## src/rtl/core/jets_pkg.sv

```systemverilog
// Shared types, constants and helper functions for the Julia escape-time pixel block.
package jets_pkg;

	localparam int FRAC_BITS = 13;
	localparam int MAX_ITER  = 300;
	localparam int ZW        = FRAC_BITS + 4;      // |z| < 8 while iterating
	localparam int PW        = 2 * ZW;             // width of a square or cross product
	localparam int NUM_W     = FRAC_BITS + 24;     // |3*off| < 2^12, shifted by F+12
	localparam int DVS_W     = 27;                 // zoom (16) x size (11)
	localparam int REM_W     = DVS_W + 1;
	localparam int STEP_W    = $clog2(NUM_W + 1);
	localparam int CNT_W     = 9;

	localparam logic [2:0] REG_C_REAL = 3'd0;
	localparam logic [2:0] REG_C_IMAG = 3'd1;
	localparam logic [2:0] REG_ZOOM   = 3'd2;
	localparam logic [2:0] REG_WIDTH  = 3'd3;
	localparam logic [2:0] REG_HEIGHT = 3'd4;

	typedef logic signed [ZW-1:0] coord_t;

	typedef struct packed {
		logic signed [15:0] c_real;
		logic signed [15:0] c_imag;
		logic [15:0]        zoom;
		logic [10:0]        width;
		logic [10:0]        height;
	} cfg_t;

	typedef struct packed {
		logic [9:0] px;
		logic [9:0] py;
		coord_t     re;
		coord_t     im;
	} job_t;

	localparam coord_t COORD_MAX = {2'b00, {(ZW-2){1'b1}}};
	localparam coord_t COORD_MIN = {2'b11, {(ZW-2){1'b0}}};

	// Q3.13 constant to FRAC_BITS, truncated toward zero
	function automatic coord_t scale_c(input logic signed [15:0] c);
		logic signed [47:0] w;
		logic signed [47:0] m;
		w = 48'(c);
		if (FRAC_BITS >= 13) begin
			w = w <<< ((FRAC_BITS >= 13) ? (FRAC_BITS - 13) : 0);
		end else begin
			m = (w < 0) ? -w : w;
			m = m >>> ((FRAC_BITS < 13) ? (13 - FRAC_BITS) : 0);
			w = (c < 0) ? -m : m;
		end
		return w[ZW-1:0];
	endfunction

	// 255 - floor(d*255/100) for d in 0..100, divide done by reciprocal
	function automatic logic [7:0] ramp(input logic [6:0] d);
		logic [14:0] x;
		logic [27:0] p;
		x = 15'(d) * 15'd255;
		p = 28'(x) * 28'd5243;
		return 8'd255 - p[26:19];
	endfunction

	function automatic logic [15:0] color565(input logic [CNT_W-1:0] n);
		logic [7:0] r;
		logic [7:0] g;
		logic [7:0] b;
		if (n < 9'd100) begin
			r = 8'd255; g = 8'd255; b = ramp(n[6:0]);
		end else if (n < 9'd200) begin
			r = 8'd255; g = ramp(7'(n - 9'd100)); b = 8'd0;
		end else begin
			r = ramp(7'(n - 9'd200)); g = 8'd0; b = 8'd0;
		end
		return {r[7:3], g[7:2], b[7:3]};
	endfunction

endpackage

```

## src/rtl/core/jets_ifs.sv

```systemverilog
// Valid/ready channel interfaces for pixel words and result words.
interface jets_pix_if;
	logic       valid;
	logic       ready;
	logic [9:0] pixel_x;
	logic [9:0] pixel_y;
	modport source (output valid, pixel_x, pixel_y, input ready);
	modport sink (input valid, pixel_x, pixel_y, output ready);
endinterface

interface jets_res_if;
	logic        valid;
	logic        ready;
	logic [9:0]  out_x;
	logic [9:0]  out_y;
	logic [9:0]  mirror_x;
	logic [9:0]  mirror_y;
	logic [8:0]  iterations;
	logic [15:0] color;
	modport source (output valid, out_x, out_y, mirror_x, mirror_y, iterations, color,
		input ready);
	modport sink (input valid, out_x, out_y, mirror_x, mirror_y, iterations, color,
		output ready);
endinterface

```

## src/rtl/core/jets_front.sv

```systemverilog
// Front end: takes a pixel word and maps it to a start point with a serial divider.
module jets_front (
	input  logic              clk,
	input  logic              arst_n,
	input  jets_pkg::cfg_t    cfg,
	jets_pix_if.sink          pix,
	output jets_pkg::job_t    job,
	output logic              job_valid,
	input  logic              job_ready
);

	typedef enum logic [1:0] {F_IDLE, F_SETUP, F_DIV, F_PUSH} fstate_t;

	fstate_t                            state_q;
	logic                               sel_q;     // 0: column, 1: row
	logic [9:0]                         px_q;
	logic [9:0]                         py_q;
	jets_pkg::coord_t                   re_q;
	jets_pkg::coord_t                   im_q;
	logic [jets_pkg::DVS_W-1:0]         dvs_q;
	logic [jets_pkg::REM_W-1:0]         rem_q;
	logic [jets_pkg::NUM_W-1:0]         quo_q;
	logic                               neg_q;
	logic [jets_pkg::STEP_W-1:0]        step_q;

	logic [9:0]                         p;
	logic [10:0]                        size;
	logic [15:0]                        zeff;
	logic [10:0]                        seff;
	logic signed [13:0]                 off;
	logic signed [13:0]                 prod;
	logic [13:0]                        pmag;
	logic [jets_pkg::REM_W-1:0]         rem_sh;
	logic                               ge;
	logic [jets_pkg::REM_W-1:0]         rem_n;
	logic [jets_pkg::NUM_W-1:0]         quo_n;
	logic                               big;
	jets_pkg::coord_t                   qz;
	jets_pkg::coord_t                   coord;

	always_comb begin
		p    = sel_q ? py_q : px_q;
		size = sel_q ? cfg.height : cfg.width;
		zeff = (cfg.zoom == 16'd0) ? 16'd1 : cfg.zoom;
		seff = (size == 11'd0) ? 11'd1 : size;
		off  = signed'({4'b0, p}) - signed'({4'b0, size[10:1]});
		prod = sel_q ? (off <<< 1) : ((off <<< 1) + off);
		pmag = prod[13] ? 14'(-prod) : 14'(prod);

		rem_sh = {rem_q[jets_pkg::REM_W-2:0], quo_q[jets_pkg::NUM_W-1]};
		ge     = rem_sh >= {1'b0, dvs_q};
		rem_n  = ge ? (rem_sh - {1'b0, dvs_q}) : rem_sh;
		quo_n  = {quo_q[jets_pkg::NUM_W-2:0], ge};

		// quotient at or above 4.0 saturates
		big   = |quo_n[jets_pkg::NUM_W-1:jets_pkg::FRAC_BITS+2];
		qz    = {1'b0, quo_n[jets_pkg::FRAC_BITS+2:0]};
		if (neg_q) begin
			coord = big ? jets_pkg::COORD_MIN : -qz;
		end else begin
			coord = big ? jets_pkg::COORD_MAX : qz;
		end
	end

	always_ff @(posedge clk or negedge arst_n) begin
		if (!arst_n) begin
			state_q <= F_IDLE;
			sel_q   <= 1'b0;
			step_q  <= '0;
		end else begin
			case (state_q)
				F_IDLE: begin
					if (pix.valid) begin
						px_q    <= pix.pixel_x;
						py_q    <= pix.pixel_y;
						sel_q   <= 1'b0;
						state_q <= F_SETUP;
					end
				end
				F_SETUP: begin
					dvs_q   <= 27'(zeff * seff);
					rem_q   <= '0;
					quo_q   <= {pmag[11:0], {(jets_pkg::NUM_W-12){1'b0}}};
					neg_q   <= prod[13];
					step_q  <= '0;
					state_q <= F_DIV;
				end
				F_DIV: begin
					rem_q  <= rem_n;
					quo_q  <= quo_n;
					step_q <= step_q + 1'b1;
					if (step_q == jets_pkg::STEP_W'(jets_pkg::NUM_W - 1)) begin
						if (!sel_q) begin
							re_q    <= coord;
							sel_q   <= 1'b1;
							state_q <= F_SETUP;
						end else begin
							im_q    <= coord;
							state_q <= F_PUSH;
						end
					end
				end
				F_PUSH: begin
					if (job_ready) begin
						state_q <= F_IDLE;
					end
				end
				default: state_q <= F_IDLE;
			endcase
		end
	end

	assign pix.ready = (state_q == F_IDLE);
	assign job_valid = (state_q == F_PUSH);
	assign job       = '{px: px_q, py: py_q, re: re_q, im: im_q};

endmodule

```

## src/rtl/core/jets_fifo.sv

```systemverilog
// Two-entry queue that decouples the start-point front end from the iterator.
module jets_fifo (
	input  logic           clk,
	input  logic           arst_n,
	input  jets_pkg::job_t in_job,
	input  logic           in_valid,
	output logic           in_ready,
	output jets_pkg::job_t out_job,
	output logic           out_valid,
	input  logic           out_ready
);

	jets_pkg::job_t mem_q [2];
	logic           wr_q;
	logic           rd_q;
	logic [1:0]     cnt_q;
	logic           push;
	logic           pop;

	assign in_ready  = (cnt_q != 2'd2);
	assign out_valid = (cnt_q != 2'd0);
	assign push      = in_valid && in_ready;
	assign pop       = out_valid && out_ready;
	assign out_job   = mem_q[rd_q];

	always_ff @(posedge clk) begin
		if (push) begin
			mem_q[wr_q] <= in_job;
		end
	end

	always_ff @(posedge clk or negedge arst_n) begin
		if (!arst_n) begin
			wr_q  <= 1'b0;
			rd_q  <= 1'b0;
			cnt_q <= 2'd0;
		end else begin
			if (push) begin
				wr_q <= ~wr_q;
			end
			if (pop) begin
				rd_q <= ~rd_q;
			end
			cnt_q <= cnt_q + {1'b0, push} - {1'b0, pop};
		end
	end

endmodule

```

## src/rtl/core/jets_back.sv

```systemverilog
// Back end: iterates z = z*z + c, then builds the result word with mirror and colour.
module jets_back (
	input  logic           clk,
	input  logic           arst_n,
	input  jets_pkg::cfg_t cfg,
	input  jets_pkg::job_t job,
	input  logic           job_valid,
	output logic           job_ready,
	jets_res_if.source     res
);

	typedef enum logic [1:0] {B_IDLE, B_MUL, B_UPD, B_OUT} bstate_t;

	localparam logic [jets_pkg::PW:0] BOUND = (jets_pkg::PW+1)'(4) << (2*jets_pkg::FRAC_BITS);

	bstate_t                         state_q;
	logic [9:0]                      px_q;
	logic [9:0]                      py_q;
	jets_pkg::coord_t                re_q;
	jets_pkg::coord_t                im_q;
	logic [jets_pkg::CNT_W-1:0]      n_q;
	logic signed [jets_pkg::PW-1:0]  rr_q;
	logic signed [jets_pkg::PW-1:0]  ii_q;
	logic signed [jets_pkg::PW-1:0]  ri_q;

	logic [jets_pkg::PW:0]           mag2;
	logic signed [jets_pkg::PW-1:0]  diff;
	logic signed [jets_pkg::PW-1:0]  dsh;
	logic signed [jets_pkg::PW-1:0]  xsh;
	jets_pkg::coord_t                nr;
	jets_pkg::coord_t                ni;
	logic [jets_pkg::CNT_W-1:0]      n_inc;
	logic [10:0]                     mx;
	logic [10:0]                     my;

	always_comb begin
		mag2  = {1'b0, rr_q} + {1'b0, ii_q};
		diff  = rr_q - ii_q;
		dsh   = diff >>> jets_pkg::FRAC_BITS;
		xsh   = ri_q >>> (jets_pkg::FRAC_BITS - 1);
		nr    = dsh[jets_pkg::ZW-1:0] + jets_pkg::scale_c(cfg.c_real);
		ni    = xsh[jets_pkg::ZW-1:0] + jets_pkg::scale_c(cfg.c_imag);
		n_inc = n_q + 1'b1;
		mx    = cfg.width - {1'b0, px_q} - 11'd1;
		my    = cfg.height - {1'b0, py_q} - 11'd1;
	end

	assign job_ready = (state_q == B_IDLE);

	always_ff @(posedge clk or negedge arst_n) begin
		if (!arst_n) begin
			state_q   <= B_IDLE;
			res.valid <= 1'b0;
		end else begin
			// in B_OUT the load below owns the valid flag
			if (res.valid && res.ready && state_q != B_OUT) begin
				res.valid <= 1'b0;
			end
			case (state_q)
				B_IDLE: begin
					if (job_valid) begin
						px_q    <= job.px;
						py_q    <= job.py;
						re_q    <= job.re;
						im_q    <= job.im;
						n_q     <= '0;
						state_q <= B_MUL;
					end
				end
				B_MUL: begin
					rr_q    <= re_q * re_q;
					ii_q    <= im_q * im_q;
					ri_q    <= re_q * im_q;
					state_q <= B_UPD;
				end
				B_UPD: begin
					if (mag2 >= BOUND) begin
						state_q <= B_OUT;
					end else begin
						re_q <= nr;
						im_q <= ni;
						n_q  <= n_inc;
						if (n_inc == jets_pkg::CNT_W'(jets_pkg::MAX_ITER)) begin
							state_q <= B_OUT;
						end else begin
							state_q <= B_MUL;
						end
					end
				end
				B_OUT: begin
					// output register free or draining this cycle
					if (!res.valid || res.ready) begin
						res.valid      <= 1'b1;
						res.out_x      <= px_q;
						res.out_y      <= py_q;
						res.mirror_x   <= mx[9:0];
						res.mirror_y   <= my[9:0];
						res.iterations <= n_q;
						res.color      <= jets_pkg::color565(n_q);
						state_q        <= B_IDLE;
					end
				end
				default: state_q <= B_IDLE;
			endcase
		end
	end

endmodule

```

## src/rtl/core/julia_escape_time_pixel.sv

```systemverilog
// Julia escape-time pixel. A pixel word is taken on pix when the front end is free; the
// front end derives the start point with a one-bit-per-cycle divider, a setup and a
// division per coordinate plus a hand-off, and passes it through a two-word queue to the
// iterator. The iterator shares one set of multipliers; each iteration has the products
// registered, then the escape test and update. A pixel leaves the iterator when it escapes
// or reaches the 300 cap, and the front end works on the next pixel meanwhile. The result
// word sits in an output register until taken.
// Registers are written over APB at 4*index: c_real, c_imag, zoom_factor, then the
// screen width and height; write them only while idle.
module julia_escape_time_pixel (
	input  logic        clk,
	input  logic        arst_n,
	input  logic        psel,
	input  logic        penable,
	input  logic        pwrite,
	input  logic [4:0]  paddr,
	input  logic [31:0] pwdata,
	output logic [31:0] prdata,
	output logic        pready,
	jets_pix_if.sink    pix,
	jets_res_if.source  res
);

	jets_pkg::cfg_t cfg_q;
	jets_pkg::job_t f_job;
	logic           f_valid;
	logic           f_ready;
	jets_pkg::job_t b_job;
	logic           b_valid;
	logic           b_ready;
	logic           wr_en;

	assign pready = 1'b1;
	assign wr_en  = psel && penable && pwrite;

	always_ff @(posedge clk or negedge arst_n) begin
		if (!arst_n) begin
			cfg_q.c_real <= 16'sd0;
			cfg_q.c_imag <= 16'sd0;
			cfg_q.zoom   <= 16'd2048;
			cfg_q.width  <= 11'd320;
			cfg_q.height <= 11'd240;
		end else if (wr_en) begin
			case (paddr[4:2])
				jets_pkg::REG_C_REAL: cfg_q.c_real <= pwdata[15:0];
				jets_pkg::REG_C_IMAG: cfg_q.c_imag <= pwdata[15:0];
				jets_pkg::REG_ZOOM:   cfg_q.zoom   <= pwdata[15:0];
				jets_pkg::REG_WIDTH:  cfg_q.width  <= pwdata[10:0];
				jets_pkg::REG_HEIGHT: cfg_q.height <= pwdata[10:0];
				default: ;
			endcase
		end
	end

	always_comb begin
		case (paddr[4:2])
			jets_pkg::REG_C_REAL: prdata = {16'd0, cfg_q.c_real};
			jets_pkg::REG_C_IMAG: prdata = {16'd0, cfg_q.c_imag};
			jets_pkg::REG_ZOOM:   prdata = {16'd0, cfg_q.zoom};
			jets_pkg::REG_WIDTH:  prdata = {21'd0, cfg_q.width};
			jets_pkg::REG_HEIGHT: prdata = {21'd0, cfg_q.height};
			default:              prdata = 32'd0;
		endcase
	end

	jets_front u_front (
		.clk       (clk),
		.arst_n    (arst_n),
		.cfg       (cfg_q),
		.pix       (pix),
		.job       (f_job),
		.job_valid (f_valid),
		.job_ready (f_ready)
	);

	jets_fifo u_fifo (
		.clk       (clk),
		.arst_n    (arst_n),
		.in_job    (f_job),
		.in_valid  (f_valid),
		.in_ready  (f_ready),
		.out_job   (b_job),
		.out_valid (b_valid),
		.out_ready (b_ready)
	);

	jets_back u_back (
		.clk       (clk),
		.arst_n    (arst_n),
		.cfg       (cfg_q),
		.job       (b_job),
		.job_valid (b_valid),
		.job_ready (b_ready),
		.res       (res)
	);

endmodule

```

## src/flat_wrapper.sv

```systemverilog
// flat-port wrapper written by rule: the top's interface ports become plain ports
module julia_escape_time_pixel_flat 
  (clk, arst_n, psel, penable, pwrite, paddr, pwdata, prdata, pready, pix_valid, pix_pixel_x, pix_pixel_y, pix_ready, res_valid, res_out_x, res_out_y, res_mirror_x, res_mirror_y, res_iterations, res_color, res_ready);
  jets_pix_if pix_i ();
  jets_res_if res_i ();
  input  logic clk;
  input  logic arst_n;
  input  logic psel;
  input  logic penable;
  input  logic pwrite;
  input  logic [4:0] paddr;
  input  logic [31:0] pwdata;
  output logic [31:0] prdata;
  output logic pready;
  input wire logic [$bits(pix_i.valid)-1:0] pix_valid;
  input wire logic [$bits(pix_i.pixel_x)-1:0] pix_pixel_x;
  input wire logic [$bits(pix_i.pixel_y)-1:0] pix_pixel_y;
  output wire logic [$bits(pix_i.ready)-1:0] pix_ready;
  output wire logic [$bits(res_i.valid)-1:0] res_valid;
  output wire logic [$bits(res_i.out_x)-1:0] res_out_x;
  output wire logic [$bits(res_i.out_y)-1:0] res_out_y;
  output wire logic [$bits(res_i.mirror_x)-1:0] res_mirror_x;
  output wire logic [$bits(res_i.mirror_y)-1:0] res_mirror_y;
  output wire logic [$bits(res_i.iterations)-1:0] res_iterations;
  output wire logic [$bits(res_i.color)-1:0] res_color;
  input wire logic [$bits(res_i.ready)-1:0] res_ready;
  assign pix_i.valid = pix_valid;
  assign pix_i.pixel_x = pix_pixel_x;
  assign pix_i.pixel_y = pix_pixel_y;
  assign pix_ready = pix_i.ready;
  assign res_valid = res_i.valid;
  assign res_out_x = res_i.out_x;
  assign res_out_y = res_i.out_y;
  assign res_mirror_x = res_i.mirror_x;
  assign res_mirror_y = res_i.mirror_y;
  assign res_iterations = res_i.iterations;
  assign res_color = res_i.color;
  assign res_i.ready = res_ready;
  julia_escape_time_pixel u_core (.clk(clk), .arst_n(arst_n), .psel(psel), .penable(penable), .pwrite(pwrite), .paddr(paddr), .pwdata(pwdata), .prdata(prdata), .pready(pready), .pix(pix_i), .res(res_i));
endmodule
```

## config.mk

```make
export PLATFORM = sky130hd
export DESIGN_NAME = julia_escape_time_pixel_flat
export DESIGN_NICKNAME = d
export VERILOG_FILES = /design/src/rtl/core/jets_pkg.sv /design/src/rtl/core/jets_ifs.sv /design/src/rtl/core/jets_front.sv /design/src/rtl/core/jets_fifo.sv /design/src/rtl/core/jets_back.sv /design/src/rtl/core/julia_escape_time_pixel.sv /design/src/flat_wrapper.sv
export SDC_FILE = /design/constraint.sdc
export NUM_CORES = 2
export LEC_CHECK = 0
export ABC_AREA = 1
export BUFFER_PORTS_ARGS = -buffer_cell sky130_fd_sc_hd__buf_2
export CELL_PAD_IN_SITES_DETAIL_PLACEMENT = 0
export CELL_PAD_IN_SITES_GLOBAL_PLACEMENT = 1
export CORE_ASPECT_RATIO = 0.7
export CORE_MARGIN = 4
export CORE_UTILIZATION = 35
export CTS_CLUSTER_DIAMETER = 100
export DETAILED_ROUTE_END_ITERATION = 16
export PLACE_DENSITY = 0.61
export SYNTH_ARGS = -nofsm -noshare
export SYNTH_HDL_FRONTEND = slang
export SYNTH_SLANG_ARGS = --single-unit
export TNS_END_PERCENT = 100
```

## constraint.sdc

```tcl
create_clock -name clk -period 15.05 [get_ports clk]
set_input_delay 0.7525 -clock clk [delete_from_list [all_inputs] [get_ports clk]]
set_output_delay 0.7525 -clock clk [all_outputs]
set_load 0.005 [all_outputs]
```

## Word level (Yosys, flattened, before mapping)

Memories as Yosys holds them, arrays and structs flattened.
Cells that the tools add are included.
W data, S select, Z words.

| cells by class | value |
|---|---|
| divide/modulo/power cells | 0 |
| add/sub/neg operators | 22 |
| bitwise operators | 3 |
| equality and inequality tests | 20 |
| muxes and demuxes | 42 |
| reductions and logical operators | 36 |
| $mul | 10 |
| shift-type cells | 0 |
| magnitude comparators | 4 |

Operators with widths:

| operator | number |
|---|---|
| $mux W17 | 6 |
| $mul A15 B13 Y27 const B | 3 |
| $pmux W16 S5 | 1 |
| $pmux W37 S2 | 1 |
| $mul A17 B17 Y34 | 2 |
| $pmux W17 S2 | 2 |
| $pmux W27 S2 | 1 |
| $mul A7 B8 Y15 const B | 3 |
| $add A34 B34 Y35 | 1 |
| $ge A35 B29 Y1 const B | 1 |
| $add A17 B17 Y17 | 2 |
| $mux W16 | 2 |
| $sub A30 B30 Y30 | 1 |
| $mul A17 B17 Y29 | 1 |
| $ge A28 B27 Y1 | 1 |
| $mul A16 B11 Y27 | 1 |
| $mux W27 | 1 |
| $sub A27 B27 Y27 | 1 |
| $sub A8 B8 Y8 const A | 3 |
| $mux W11 | 2 |
| $reduce_or A22 Y1 | 1 |
| $sub A10 B1 Y10 const B | 2 |
| $sub A10 B10 Y10 | 2 |
| $mux W9 | 2 |
| 43 further kinds | 94 |

| storage, ports and cells | value |
|---|---|
| bits in latches | 0 |
| RAM bits | 108 |
| output and inout port bits | 100 |
| input bits | 64 |
| register bits | 457 |
| bits in read-only memories | 0 |
| word-level logic and storage cells | 175 |
| memories | 1 |

Memory list:

| name | words | bits a word | read ports | clocked after Yosys merged registers in | wr ports | line | source |
|---|---|---|---|---|---|---|---|
| u_core.u_fifo.mem_q | 2 | 54 | 1 | 0 | 1 | jets_fifo.sv:13 | `jets_pkg::job_t mem_q [2];` |

## Depth between registers and ports, before layout

| logic depth | value |
|---|---|
| word-level depth | 7 |
| depth in mapped cells | 45 |
| depth with buffers taken out | 45 |

## By module

Synthesis repeated with hierarchy kept, for this count alone.

| unflattened totals | value |
|---|---|
| cell total of the unflattened synthesis | 9,206 |
| area, all modules | 79,865.3 µm² |

Modules (own cells, without submodules):

| module | times used | cells each | seq. area each (µm²) | area an instance (µm²) |
|---|---|---|---|---|
| jets_back | 1 | 6,631 | 6,411.1 | 57,118.5 |
| jets_front | 1 | 1,841 | 4,609.4 | 15,202.1 |
| jets_fifo | 1 | 313 | 3,343.2 | 4,179.0 |
| julia_escape_time_pixel | 1 | 421 | 1,760.4 | 3,365.7 |

## Least setup slack after synthesis

Ideal clock, no wire load.

| timing | value |
|---|---|
| path kind | reg-to-reg |
| from | reg u_core.u_back.n_q[3] in the netlist's numbering |
| to | reg u_core.u_back.res.color[15] (data pin) |
| period minus slack after synthesis | 9,449 ps |
| path buffers | 0 |
| path slack | 5,601 ps |
| data arrival time | 9,181 ps |
| library setup time | 268 ps |
| cell stages (with the launch flop) | 42 |
| required time | 14,782 ps |
| cells stage by stage | edfxtp_1 > inv_1 > ha_1 > xnor2_1 > fa_1 > inv_1 > fa_1 > inv_1 > fa_1 > inv_1 > fa_1 > inv_1 > ha_1 > a21oi_1 > o21ai_0 > a21oi_1 > o21ai_0 > a21oi_1 > [... 6 more ...] > inv_1 > fa_1 > fa_1 > inv_1 > fa_1 > inv_1 > ha_1 > nand2_1 > nor3_1 > nand2_1 > nor2_1 > nor2_1 > nand2_1 > a21oi_1 > xor2_1 > inv_1 > nand2_1 > nand3_1 |

| between the ends | value |
|---|---|
| word-level cells in the longest chain between the ends | 4 |
| elaborated cells on any way between the ends | 7 |
| classes of those cells | add/sub (2); mul (2); order compare (2); reduce/logical (1) |

Ends and longest elaborated chain:

| item | line | source |
|---|---|---|
| start, declared | jets_back.sv:21 | `logic [jets_pkg::CNT_W-1:0] n_q;` |
| start signal, assigned | jets_back.sv:82 | `n_q <= n_inc;` |
| $sub A7 B7 Y7 | jets_pkg.sv:73 | `r = ramp(7'(n - 9'd200)); g = 8'd0; b = 8'd0;` |
| $mul A7 B8 Y15 | jets_pkg.sv:59 | `x = 15'(d) * 15'd255;` |
| $mul A15 B13 Y27 | jets_pkg.sv:60 | `p = 28'(x) * 28'd5243;` |
| $sub A8 B8 Y8 | jets_pkg.sv:61 | `return 8'd255 - p[26:19];` |
| end signal, assigned | jets_back.sv:99 | `res.color <= jets_pkg::color565(n_q);` |
| end, declared | jets_ifs.sv:20 | `modport source (output valid, out_x, out_y, mirror_x, mirror_y, iterations, color,` |

Parallel ways exist; a longest one is shown, timed or not.
A chain may end at the register's enable or synchronous reset.

## Worst setup path in the final report

Same ends and word-level chain as after synthesis.

==> metrics.cfg <==
[final_layout]
drive_gt1_share_pct=4.306
syn_to_final_growth_pct=7.625
nNetsFinal=11170
multi_input_area_sq_um=53380
final-seq-area_sq_um=16130
filler_cell_count=22960

[critical_path]
worst-path-buf-inv=11
worstPathArrival_ns=11.27
end_kind=flop
critPathMaxStageDelay_ns=0.76
start_kind=flop
crit_type=reg -> reg
required_ns=15.50
cpMostUsedCell=inv_1
worstPathMaxFanout=12
cpMaxStageDelayCell=edfxtp_1
cp_top_family=adder cells

[clock_tree]
clock_sinks=551
post_cts_resized=0
cts_setup_buffers=0
root_buffer=clkbuf_16
clk-insertion-delay-late_ns=0.74
clockBufferDepth=3
clkTransAtPathRegs_ns=0.07
cts_tree=done
htreeDepth=2
cts_inserted_buffers=60
holdBufCountCts=1

[synth]
seq_area_frac_synth_pct=20.40
avgSynthCellArea_sq_um=8.759
synth_cell_types=67
ys_ff_latch=551
yosys-top-cells-count=inv_1, nand2_1, fa_1
synth_top_area_cell=fa_1
syn_area_sq_um=79020
synth.most_common_cell=inv_1
async_reset_ff_share_pct=15.61
synth_edf_count=465
yosysTopAreaCellShare_pct=29.77
ys_dominant_reg_cell=edfxtp_1
yosys_warnings=0
synthCells=9022
synthTopCellsByArea=fa_1, edfxtp_1, ha_1

[die]
start_util_pct=35.30
die_area_sq_um=233600
die_y_um=405.6
dieWidth_um=575.9
coreArea_sq_um=223900
num_rows=145
ios=164

[route]
dr_total_vias=57330
drt_iter0_markers=4197
ant_nets=0
drc=0
viasPerCell=4.730
first_pass_iters=6
drt_wl_total_um=222800
wl_per_cell_um=18.38

[timing]
fin_ws_ns=4.233
setup_viol=0
rsz0062_at_grt=no
max_freq_ghz=0.09245
final_max_slew_viol_count=0
hold_violations=0
finalSetupTns_ns=0
worst_pin_slew_ns=1.366
post-route-period-util_pct=71.87
fin_skew_ns=0.07750
slew_headroom_pct=8.103
finalCriticalPeriod_ns=10.82

[grt]
antenna_found_initial=15
grt_max_degree=71
grt_pass1_wl_um=353400
grt_pass1_vias=59260
grt_usage_pct=19.40
grt_overflow=0

[job]
drv_cap=0

[placement]
place.gp.congestion=0.8761
place_ws_ns=4.202
dp_hpwl_um=182900
numPortBuffers=128

[run_status]
status=completed

[hold_path]
hold_class=in -> reg

cell usage in the layout, fill, tap and decap left out, types with 9 or more instances in the layout:
| cell type | count |
|---|---|
| a21o_1 | 42 |
| o21ai_1 | 32 |
| nand2_1 | 1732 |
| nor3_1 | 62 |
| nor4_1 | 33 |
| dfrtp_1 | 78 |
| xnor2_1 | 108 |
| ha_1 | 874 |
| nand3b_1 | 10 |
| a31oi_1 | 25 |
| nand3_1 | 189 |
| a21oi_2 | 16 |
| a211oi_1 | 9 |
| nor2_1 | 458 |
| inv_6 | 10 |
| o31ai_1 | 9 |
| clkbuf_16 | 61 |
| o211ai_1 | 11 |
| buf_4 | 70 |
| o2111ai_1 | 11 |
| o21ai_0 | 342 |
| fa_1 | 1175 |
| inv_1 | 2261 |
| clkbuf_1 | 9 |
| o21bai_1 | 42 |
| buf_2 | 127 |
| conb_1 | 17 |
| clkinv_1 | 11 |
| inv_2 | 9 |
| xor2_1 | 195 |
| o21a_1 | 12 |
| a221oi_1 | 11 |
| clkinv_2 | 11 |
| nand4_1 | 37 |
| or2_2 | 16 |
| edfxtp_1 | 465 |
| a21oi_1 | 398 |
layout make-up:
class	count	area share, %
multi-input combinational	5965	62.77
sequential	551	18.96
inverter	2276	10.05
tap	3013	4.433
clock buffer	74	1.885
timing repair buffer	198	1.377
clock inverter	40	0.5193
antenna	4	0.01177
layer usage:
| metal | global-route usage [%] | share of wire, % |
|---|---|---|
| met5 | 0 | 0 |
| met4 | 3.056 | 1.7 |
| met1 | 31.34 | 53 |
| met2 | 26.95 | 39 |
| met3 | 3.470 | 6.4 |
kinds of logic (layout without fill, tap and decap cells):
logic type / count (synthesis) / after routing / share of synthesized area, %
AOI/OAI and AO/OA: 1014 / 1014 / 7.277
xor gates and xnor gates: 303 / 303 / 3.358
adders and majority gates: 2050 / 2050 / 43.62
buffers and inverters: 2521 / 2588 / 12.19
DFF: 551 / 551 / 20.40
muxes: 1 / 1 / 0.01267
other: 2 / 21 / 0.009504
and+or+nand+nor: 2580 / 2580 / 13.13
worst paths after layout:
| kind | endpoint | from | slack (ns) | cells past startpoint |
|---|---|---|---|---|
| worst min register to register | u_core.u_fifo.mem_q[0][9] | u_core.u_front.im_q[9] | 0.44 | 0 |
| worst min-delay path | u_core.u_front.px_q[7] | pix_pixel_x[7] | 0.24 | 1 |
| max in group asynchronous | u_core.cfg_q[50] | arst_n | 13.16 | 3 |
| worst max register to register | u_core.u_back.res.color[15] | u_core.u_back.n_q[3] | 4.23 | 41 |
| min in group asynchronous | u_core.u_back.res.valid | arst_n | 0.64 | 2 |
| worst max-delay path | u_core.u_back.res.color[15] | u_core.u_back.n_q[3] | 4.23 | 41 |
sequential cells by signal, summed over array words and instances, names as in the netlist, 27 cells and up:
signal and cells:
u_core.u_back.ii_q 33, u_core.u_front.dvs_q 27, u_core.cfg_q 70, u_core.u_fifo.mem_q 108, u_core.u_front.rem_q 27, u_core.u_back.rr_q 33
u_core.u_front.quo_q 37
through the flow:
step / hold WS [ns] / cell area (sq um) / utilization (%) / std cells
detailed placement: 0.4329 / 82980 / 37.07 / 12000
global route: 0.2053 / 85040 / 37.99 / 12120
global placement: 0.4244 / 82980 / 37.07 / 12000
floorplan: 0.4215 / 79080 / - / 9037
CTS: 0.1952 / 85040 / 37.98 / 12120
finish: 0.2393 / 85050 / 37.99 / 12120
Power is not shown: default switching activity piles up to over one toggle a cycle in this logic, so the estimate is an artifact.
